===== src/sv/wmmr_pkg.sv =====
// Package: widths, reset constants and state encodings for the min/max/RMS core.
package wmmr_pkg;

   localparam int SAMPLE_W = 14;
   localparam int LEN_W    = 16;
   localparam int PROD_W   = 2 * SAMPLE_W;
   localparam int SUM_W    = 44;
   localparam int ROOT_W   = SUM_W / 2;
   localparam int REM_W    = ROOT_W + 2;
   localparam int SUB_W    = REM_W + 2;
   localparam int STEP_W   = $clog2(SUM_W);

   localparam logic [LEN_W-1:0] WINDOW_RESET = LEN_W'(500);

   typedef logic [SAMPLE_W-1:0] code_type;
   typedef logic [LEN_W-1:0]    len_type;
   typedef logic [SUM_W-1:0]    sum_type;

   typedef enum logic [4:0] {
      ST_IDLE   = 5'b00001,
      ST_SQUARE = 5'b00010,
      ST_ACCUM  = 5'b00100,
      ST_CALC   = 5'b01000,
      ST_LOAD   = 5'b10000
   } state_type;

   typedef enum logic [3:0] {
      PH_IDLE = 4'b0001,
      PH_DIV  = 4'b0010,
      PH_SQRT = 4'b0100,
      PH_DONE = 4'b1000
   } phase_type;

endpackage


===== src/sv/wmmr_div_sqrt.sv =====
// Iterative divide then square root over one shared subtractor.
module wmmr_div_sqrt (
   input  logic                   clock,
   input  logic                   reset,
   input  logic                   start,
   input  wmmr_pkg::sum_type      dividend,
   input  wmmr_pkg::len_type      divisor,
   output logic                   done,
   output wmmr_pkg::code_type     root
);
   import wmmr_pkg::*;

   phase_type             phase_ff, phase_in;
   logic [STEP_W-1:0]     step_ff, step_in;
   sum_type               work_ff, work_in;
   logic [REM_W-1:0]      rem_ff, rem_in;
   logic [ROOT_W-1:0]     root_ff, root_in;
   len_type               divisor_ff, divisor_in;

   logic [SUB_W-1:0]      sub_a, sub_b;
   logic [SUB_W:0]        sub_diff;
   logic                  sub_borrow;
   logic [LEN_W:0]        div_shift;

   assign div_shift  = {rem_ff[LEN_W-1:0], work_ff[SUM_W-1]};
   assign sub_diff   = {1'b0, sub_a} - {1'b0, sub_b};
   assign sub_borrow = sub_diff[SUB_W];

   always_comb begin
      sub_a = {rem_ff, work_ff[SUM_W-1 -: 2]};
      sub_b = {2'b00, root_ff, 2'b01};
      if (phase_ff == PH_DIV) begin
         sub_a = SUB_W'(div_shift);
         sub_b = SUB_W'(divisor_ff);
      end
   end

   always_comb begin
      phase_in   = phase_ff;
      step_in    = step_ff;
      work_in    = work_ff;
      rem_in     = rem_ff;
      root_in    = root_ff;
      divisor_in = divisor_ff;
      unique case (phase_ff)
         PH_IDLE: begin
            if (start) begin
               work_in    = dividend;
               divisor_in = divisor;
               rem_in     = '0;
               step_in    = STEP_W'(SUM_W - 1);
               phase_in   = PH_DIV;
            end
         end
         PH_DIV: begin
            if (sub_borrow) begin
               rem_in  = REM_W'(div_shift);
               work_in = {work_ff[SUM_W-2:0], 1'b0};
            end else begin
               rem_in  = REM_W'(sub_diff[LEN_W:0]);
               work_in = {work_ff[SUM_W-2:0], 1'b1};
            end
            step_in = step_ff - 1'b1;
            if (step_ff == '0) begin
               rem_in   = '0;
               root_in  = '0;
               step_in  = STEP_W'(ROOT_W - 1);
               phase_in = PH_SQRT;
            end
         end
         PH_SQRT: begin
            if (sub_borrow) begin
               rem_in  = sub_a[REM_W-1:0];
               root_in = {root_ff[ROOT_W-2:0], 1'b0};
            end else begin
               rem_in  = sub_diff[REM_W-1:0];
               root_in = {root_ff[ROOT_W-2:0], 1'b1};
            end
            work_in = {work_ff[SUM_W-3:0], 2'b00};
            step_in = step_ff - 1'b1;
            if (step_ff == '0) begin
               phase_in = PH_DONE;
            end
         end
         PH_DONE: begin
            phase_in = PH_IDLE;
         end
         default: begin
            phase_in = PH_IDLE;
         end
      endcase
   end

   always_ff @(posedge clock) begin
      if (reset) begin
         phase_ff <= PH_IDLE;
      end else begin
         phase_ff <= phase_in;
      end
      step_ff    <= step_in;
      work_ff    <= work_in;
      rem_ff     <= rem_in;
      root_ff    <= root_in;
      divisor_ff <= divisor_in;
   end

   assign done = (phase_ff == PH_DONE);
   assign root = root_ff[SAMPLE_W-1:0];

endmodule


===== src/sv/waveform_min_max_rms_core.sv =====
// Top level: windowed minimum, maximum and RMS of raw ADC codes.
//
//   channel  dir  handshake           payload
//   req      in   req_valid/stall     req_sample
//   rsp      out  rsp_valid/stall     rsp_min_code, rsp_max_code, rsp_rms_code
//   csr      in   csr_wr_en           csr_wr_data (window length)
//
// A sample passes through the states accept, square, accumulate (multiplier then sum adder).
// A window close adds 44 divide and 22 square-root steps on the shared subtractor,
// then a handoff through the done phase and the load state before the next request.
// Reset is synchronous; window length returns to 500 and all accumulators clear.
// The result register frees on rsp acceptance; a full one holds the next result back.
module waveform_min_max_rms_core (
   input  logic                clock,
   input  logic                reset,
   input  logic                req_valid,
   output logic                req_stall,
   input  wmmr_pkg::code_type  req_sample,
   output logic                rsp_valid,
   input  logic                rsp_stall,
   output wmmr_pkg::code_type  rsp_min_code,
   output wmmr_pkg::code_type  rsp_max_code,
   output wmmr_pkg::code_type  rsp_rms_code,
   input  logic                csr_wr_en,
   input  wmmr_pkg::len_type   csr_wr_data
);
   import wmmr_pkg::*;

   state_type           state_ff, state_in;
   len_type             window_len_ff;
   code_type            sample_ff;
   logic [PROD_W-1:0]   prod_ff;
   code_type            min_ff, max_ff;
   sum_type             sum_ff, sum_in;
   len_type             count_ff;
   logic                rsp_valid_ff;
   code_type            rsp_min_ff, rsp_max_ff, rsp_rms_ff;

   logic                calc_start;
   logic                calc_done;
   code_type            calc_root;
   logic [LEN_W:0]      count_next;
   len_type             len_eff;
   logic                window_end;
   logic                out_free;

   assign len_eff    = (window_len_ff == '0) ? LEN_W'(1) : window_len_ff;
   assign count_next = {1'b0, count_ff} + 1'b1;
   assign window_end = (count_next >= {1'b0, len_eff});
   assign sum_in     = sum_ff + SUM_W'(prod_ff);
   assign out_free   = !rsp_valid_ff || !rsp_stall;
   assign calc_start = (state_ff == ST_ACCUM) && window_end;

   wmmr_div_sqrt u_div_sqrt (
      .clock    (clock),
      .reset    (reset),
      .start    (calc_start),
      .dividend (sum_in),
      .divisor  (count_next[LEN_W-1:0]),
      .done     (calc_done),
      .root     (calc_root)
   );

   always_comb begin
      state_in = state_ff;
      unique case (state_ff)
         ST_IDLE:   if (req_valid) state_in = ST_SQUARE;
         ST_SQUARE: state_in = ST_ACCUM;
         ST_ACCUM:  state_in = window_end ? ST_CALC : ST_IDLE;
         ST_CALC:   if (calc_done) state_in = ST_LOAD;
         ST_LOAD:   if (out_free) state_in = ST_IDLE;
         default:   state_in = ST_IDLE;
      endcase
   end

   always_ff @(posedge clock) begin
      if (reset) begin
         state_ff      <= ST_IDLE;
         window_len_ff <= WINDOW_RESET;
         min_ff        <= '0;
         max_ff        <= '0;
         sum_ff        <= '0;
         count_ff      <= '0;
         rsp_valid_ff  <= 1'b0;
      end else begin
         state_ff <= state_in;
         if (csr_wr_en) begin
            window_len_ff <= csr_wr_data;
         end
         if (state_ff == ST_ACCUM) begin
            if (count_ff == '0) begin
               min_ff <= sample_ff;
               max_ff <= sample_ff;
            end else begin
               if (sample_ff < min_ff) min_ff <= sample_ff;
               if (sample_ff > max_ff) max_ff <= sample_ff;
            end
            sum_ff <= sum_in;
            if (!window_end) begin
               count_ff <= count_next[LEN_W-1:0];
            end
         end
         if ((state_ff == ST_LOAD) && out_free) begin
            rsp_valid_ff <= 1'b1;
            min_ff       <= '0;
            max_ff       <= '0;
            sum_ff       <= '0;
            count_ff     <= '0;
         end else if (rsp_valid_ff && !rsp_stall) begin
            rsp_valid_ff <= 1'b0;
         end
      end
   end

   always_ff @(posedge clock) begin
      if ((state_ff == ST_IDLE) && req_valid) begin
         sample_ff <= req_sample;
      end
      prod_ff <= sample_ff * sample_ff;
      if ((state_ff == ST_LOAD) && out_free) begin
         rsp_min_ff <= min_ff;
         rsp_max_ff <= max_ff;
         rsp_rms_ff <= calc_root;
      end
   end

   assign req_stall    = (state_ff != ST_IDLE);
   assign rsp_valid    = rsp_valid_ff;
   assign rsp_min_code = rsp_min_ff;
   assign rsp_max_code = rsp_max_ff;
   assign rsp_rms_code = rsp_rms_ff;

endmodule

===== config.mk =====
export PLATFORM = sky130hd
export DESIGN_NAME = waveform_min_max_rms_core
export DESIGN_NICKNAME = d
export VERILOG_FILES = /design/src/sv/wmmr_pkg.sv /design/src/sv/wmmr_div_sqrt.sv /design/src/sv/waveform_min_max_rms_core.sv
export SDC_FILE = /design/constraint.sdc
export NUM_CORES = 1
export LEC_CHECK = 0
export BUFFER_PORTS_ARGS = -buffer_cell sky130_fd_sc_hd__buf_4
export CAP_MARGIN = 20
export CORE_MARGIN = 8
export CORE_UTILIZATION = 45
export DETAILED_ROUTE_END_ITERATION = 7
export PLACE_DENSITY = 0.68
export SETUP_SLACK_MARGIN = 0.5
export SLEW_MARGIN = 20
export SYNTH_ARGS = -nofsm -noshare
export SYNTH_HDL_FRONTEND = slang
export SYNTH_SLANG_ARGS = --single-unit

===== constraint.sdc =====
create_clock -name clock -period 9 [get_ports clock]
set_input_delay 0.9 -clock clock [delete_from_list [all_inputs] [get_ports clock]]
set_output_delay 0.9 -clock clock [all_outputs]
set_load 0.02 [all_outputs]

==> impl_table.tex <==
\begin{tabular}{lr}
\hline
Metric & Value \\
\hline
\multicolumn{2}{l}{\textbf{Yosys}} \\
\quad Combinational family with the most area after synthesis & adder cells \\
\quad EDFF count, synth & 168 \\
\quad Most used flip-flop cell after synthesis & sky130\_fd\_sc\_hd\_\_edfxtp\_1 \\
\quad Share of synthesized area occupied by flip-flops and latches & 35.48\% \\
\quad Share of synthesized cell area in full adder, half adder and majority cells & 21.02\% \\
\quad Simple logic cell fraction of the synthesized area & 14.78\% \\
\quad Mux share of post-synthesis cell area & 3.171\% \\
\quad Most instantiated cells after synthesis & sky130\_fd\_sc\_hd\_\_inv\_1, sky130\_fd\_sc\_hd\_\_nand2\_1, sky130\_fd\_sc\_hd\_\_ha\_1 \\
\quad Main area contributors after synthesis & sky130\_fd\_sc\_hd\_\_edfxtp\_1, sky130\_fd\_sc\_hd\_\_dfxtp\_1, sky130\_fd\_sc\_hd\_\_ha\_1 \\
\quad Synthesis-stage register bit count & 309 \\
\quad Fraction of the mapped netlist area in compound gates & 14.60\% \\
\quad Synth unique cells & 75 \\
\quad Async set-reset flop share out of synthesis & 0\% \\
\quad Fraction of synthesized cell area in xor and xnor cells & 4.779\% \\
\quad Most frequently used cell type in the post-synthesis netlist & sky130\_fd\_sc\_hd\_\_inv\_1 \\
\quad Area of the mapped netlist & 22170 um2 \\
\quad Post-Synthesis Cells & 2327 \\
\quad Total nets after synthesis & 2665 \\
\quad Library cell occupying the most area in the post-synthesis netlist & sky130\_fd\_sc\_hd\_\_edfxtp\_1 \\
\quad Area share of the leading cell type in the synthesized netlist & 22.75\% \\
\quad Ys Warns & 0 \\
\quad Synthesized area per cell & 9.529 um2 \\
\multicolumn{2}{l}{\textbf{Drt}} \\
\quad Iter 0 DRT Violations & 1038 \\
\quad Detail-routed via count per cell & 5.563 \\
\quad Amount of wire on met2 after detailed routing & 25020 um \\
\quad Average detailed-routed wire length per instance & 17.40 um \\
\quad Number of DRC violations after detailed routing & 0 \\
\quad M1 WL & 23900 um \\
\quad Routed wire length on met3 & 2504 um \\
\quad Number of vias in the routed layout & 16910 \\
\quad Post-route ant nets & 0 \\
\quad Drt pass-1 iters & 5 \\
\quad DR top layer & met4 \\
\quad Total Wirelength & 52870 um \\
\multicolumn{2}{l}{\textbf{Clock tree}} \\
\quad Cell chosen for the clock root & sky130\_fd\_sc\_hd\_\_clkbuf\_16 \\
\quad Maximum clock insertion buffer count & 3 \\
\quad H-Tree Level Count & 2 \\
\quad Number of hold-repair buffers added at the cts stage & 0 \\
\quad TritonCTS buffer count & 35 \\
\quad Sink count of the clock tree & 309 \\
\quad Reg clk slew, reported paths & 0.06 ns \\
\quad CTS resizes & 0 \\
\quad Post-CTS Repair Setup Buffers & 0 \\
\quad CTS tree & yes \\
\quad Clock latency of the later-clocked register in the worst-skew pair & 0.57 ns \\
\multicolumn{2}{l}{\textbf{Global routing}} \\
\quad GRT Overall Usage & 18.39\% \\
\quad Via count of the first global-routing pass & 17260 \\
\quad Antenna violations before repair & 0 \\
\quad Total global routing overflow & 0 \\
\quad First-pass GRT wire length & 87120 um \\
\quad Largest net degree at the start of global routing & 78 \\
\multicolumn{2}{l}{\textbf{Die}} \\
\quad Starting Density & 45.49\% \\
\quad Floorplan core area & 48750 um2 \\
\quad Die span in x & 238.0 um \\
\quad Row count & 81 \\
\quad Die outline height & 238.0 um \\
\quad Die footprint & 56630 um2 \\
\quad I/O pin total & 79 \\
\multicolumn{2}{l}{\textbf{Placement}} \\
\quad Count of port buffers added during placement & 78 \\
\quad Hpwl dp & 38380 um \\
\quad Final estimated routing congestion in global placement & 0.8850 \\
\multicolumn{2}{l}{\textbf{Setup path}} \\
\quad Buf+Inv Stages, Crit Path & 4 \\
\quad Element type at the critical path end & flop \\
\quad Data arrival time at the worst-slack endpoint & 6.82 ns \\
\quad Longest individual stage delay on the worst path & 0.90 ns \\
\quad Element type at the critical path start & flop \\
\quad Required time of the critical path & 9.44 ns \\
\quad Kind of critical path & reg2reg \\
\quad Critical-path maximum fanout & 20 \\
\quad CP top delay family & adder cells \\
\quad Cell Chain, Critical Path & nand2\_1, xnor2\_1, ha\_1, inv\_1, fa\_1, inv\_1, fa\_1, ha\_1, fa\_1, inv\_1, fa\_1, inv\_1, ha\_1, o21a\_1, o21ai\_0, a211oi\_1, o21ai\_0, a21oi\_1, o31ai\_1, mux2i\_1, nand4\_1 \\
\quad CP max-delay cell & sky130\_fd\_sc\_hd\_\_edfxtp\_1 \\
\multicolumn{2}{l}{\textbf{Run status}} \\
\quad Run status & finished, final reports clean \\
\multicolumn{2}{l}{\textbf{Timing}} \\
\quad Max Transition Viols Final & 0 \\
\quad RSZ-0062 raised after global routing & false \\
\quad Worst-margin pin slew & 1.107 ns \\
\quad Worst clock skew & 0.02702 ns \\
\quad Slew headroom & 26.23\% \\
\quad Setup Viol. Count Final & 0 \\
\quad Maximum operating frequency & 156.9 MHz \\
\quad Fin crit share & 70.82\% \\
\quad Time the worst path needs with I/O delays and setup & 6.374 ns \\
\quad Setup tns final & 0 ns \\
\quad Final hold vios & 0 \\
\multicolumn{2}{l}{\textbf{Cells and area}} \\
\quad Area Growth Syn to Fin & 10.26\% \\
\quad Antenna Diode Count & 0 \\
\quad Share of final-layout standard cells stronger than drive strength 1 & 7.621\% \\
\quad Layout net count & 2686 \\
\multicolumn{2}{l}{\textbf{Job}} \\
\quad Count of maximum capacitance violations & 0 \\
\multicolumn{2}{l}{\textbf{Hold path}} \\
\quad Type of the most critical hold path & reg2reg \\
\hline
\end{tabular}
per-layer routing:
metal	GRT usage, %	up-vias
li1	-	8193
met1	23.63	8169
met5	0	-
met3	2.953	100
met2	31.25	445
met4	6.420	0
registers in the layout, summed over array words and instances, names as in the netlist:
name                   cells
u_div_sqrt.phase_ff        4
u_div_sqrt.divisor_ff     16
u_div_sqrt.work_ff        44
prod_ff                   27
sample_ff                 14
u_div_sqrt.rem_ff         24
rsp_valid                  1
state_ff                   5
u_div_sqrt.step_ff         6
rsp_max_code              14
sum_ff                    44
max_ff                    14
count_ff                  16
u_div_sqrt.root_ff        22
min_ff                    14
window_len_ff             16
rsp_min_code              14
rsp_rms_code              14
through the flow:
| stage | cell area, um2 | hold WS, ns | util, % | setup WS (ns) | instances |
|---|---|---|---|---|---|
| floorplan | 22170 | 0.4295 | - | 3.117 | 2327 |
| global placement | 23340 | 0.4480 | 47.88 | 2.815 | 2974 |
| detailed placement | 23360 | 0.4526 | 47.92 | 2.673 | 2975 |
| CTS | 24450 | 0.4617 | 50.15 | 2.652 | 3039 |
| global route | 24450 | 0.4755 | 50.15 | 2.219 | 3039 |
| finish | 24450 | 0.4564 | 50.15 | 2.626 | 3039 |
worst register-to-register path: stages, from the launching register on:
cell and delay, ns:
sky130_fd_sc_hd__edfxtp_1 0.90, sky130_fd_sc_hd__nand2_1 0.22, sky130_fd_sc_hd__xnor2_1 0.18, sky130_fd_sc_hd__ha_1 0.32, sky130_fd_sc_hd__inv_1 0.06, sky130_fd_sc_hd__fa_1 0.50, sky130_fd_sc_hd__inv_1 0.05, sky130_fd_sc_hd__fa_1 0.45
sky130_fd_sc_hd__ha_1 0.33, sky130_fd_sc_hd__fa_1 0.53, sky130_fd_sc_hd__inv_1 0.05, sky130_fd_sc_hd__fa_1 0.49, sky130_fd_sc_hd__inv_1 0.04, sky130_fd_sc_hd__ha_1 0.31, sky130_fd_sc_hd__o21a_1 0.13, sky130_fd_sc_hd__o21ai_0 0.28
sky130_fd_sc_hd__a211oi_1 0.13, sky130_fd_sc_hd__o21ai_0 0.33, sky130_fd_sc_hd__a21oi_1 0.16, sky130_fd_sc_hd__o31ai_1 0.46, sky130_fd_sc_hd__mux2i_1 0.24, sky130_fd_sc_hd__nand4_1 0.08
area by class of cell:
cell class | count | area [um2]
Inverter | 246 | 923.4
Timing Repair Buffer | 98 | 743.2
Multi-Input combinational cell | 1658 | 13000
Clock inverter | 22 | 176.4
Clock buffer | 42 | 912.1
Tap cell | 664 | 830.8
Fill cell | 4452 | 24300
Sequential cell | 309 | 7868
path summary, 6_finish.rpt:
kind | from | slack (ns) | depth (start not counted) | to
worst max-delay path | sample_ff[5] | 2.63 | 21 | prod_ff[27]
worst min-delay path | max_ff[8] | 0.46 | 0 | rsp_max_code[8]
worst max register to register | sample_ff[5] | 2.63 | 21 | prod_ff[27]
worst min register to register | max_ff[8] | 0.46 | 0 | rsp_max_code[8]
cells in the final DEF (no fill, tap or decap), drive strengths merged, types with 8 or more instances in the layout:
| cell | netlist | layout |
|---|---|---|
| a211o | 11 | 11 |
| a211oi | 23 | 23 |
| a21o | 45 | 45 |
| a21oi | 87 | 87 |
| a22oi | 39 | 39 |
| a31o | 10 | 10 |
| a31oi | 27 | 27 |
| and2 | 74 | 74 |
| and3 | 37 | 37 |
| buf | 18 | 98 |
| clkbuf | 96 | 42 |
| clkinv | 0 | 16 |
| dfxtp | 141 | 141 |
| edfxtp | 168 | 168 |
| fa | 116 | 116 |
| ha | 187 | 187 |
| inv | 246 | 251 |
| mux2i | 68 | 68 |
| nand2 | 218 | 218 |
| nand2b | 16 | 16 |
| nand3 | 75 | 75 |
| nand4 | 15 | 15 |
| nor2 | 132 | 132 |
| nor2b | 12 | 12 |
| nor3 | 39 | 39 |
| nor4 | 18 | 18 |
| o2111ai | 13 | 13 |
| o211ai | 18 | 18 |
| o21a | 16 | 16 |
| o21ai | 127 | 127 |
| o21bai | 10 | 10 |
| o22ai | 14 | 14 |
| or3 | 10 | 10 |
| or4 | 8 | 8 |
| xnor2 | 64 | 64 |
| xor2 | 57 | 57 |
logic make-up (layout without fill, tap and decap cells):
logic type                 after synthesis  in the layout
xor gates and xnor gates               121            121
adders and majority gates              303            303
and+or+nand+nor                        677            677
muxes                                   70             70
buffers and inverters                  360            408
DFF                                    309            309
AOI/OAI and AO/OA                      487            487
Power is not shown: default switching activity piles up to over one toggle a cycle in this logic, so the estimate is an artifact.
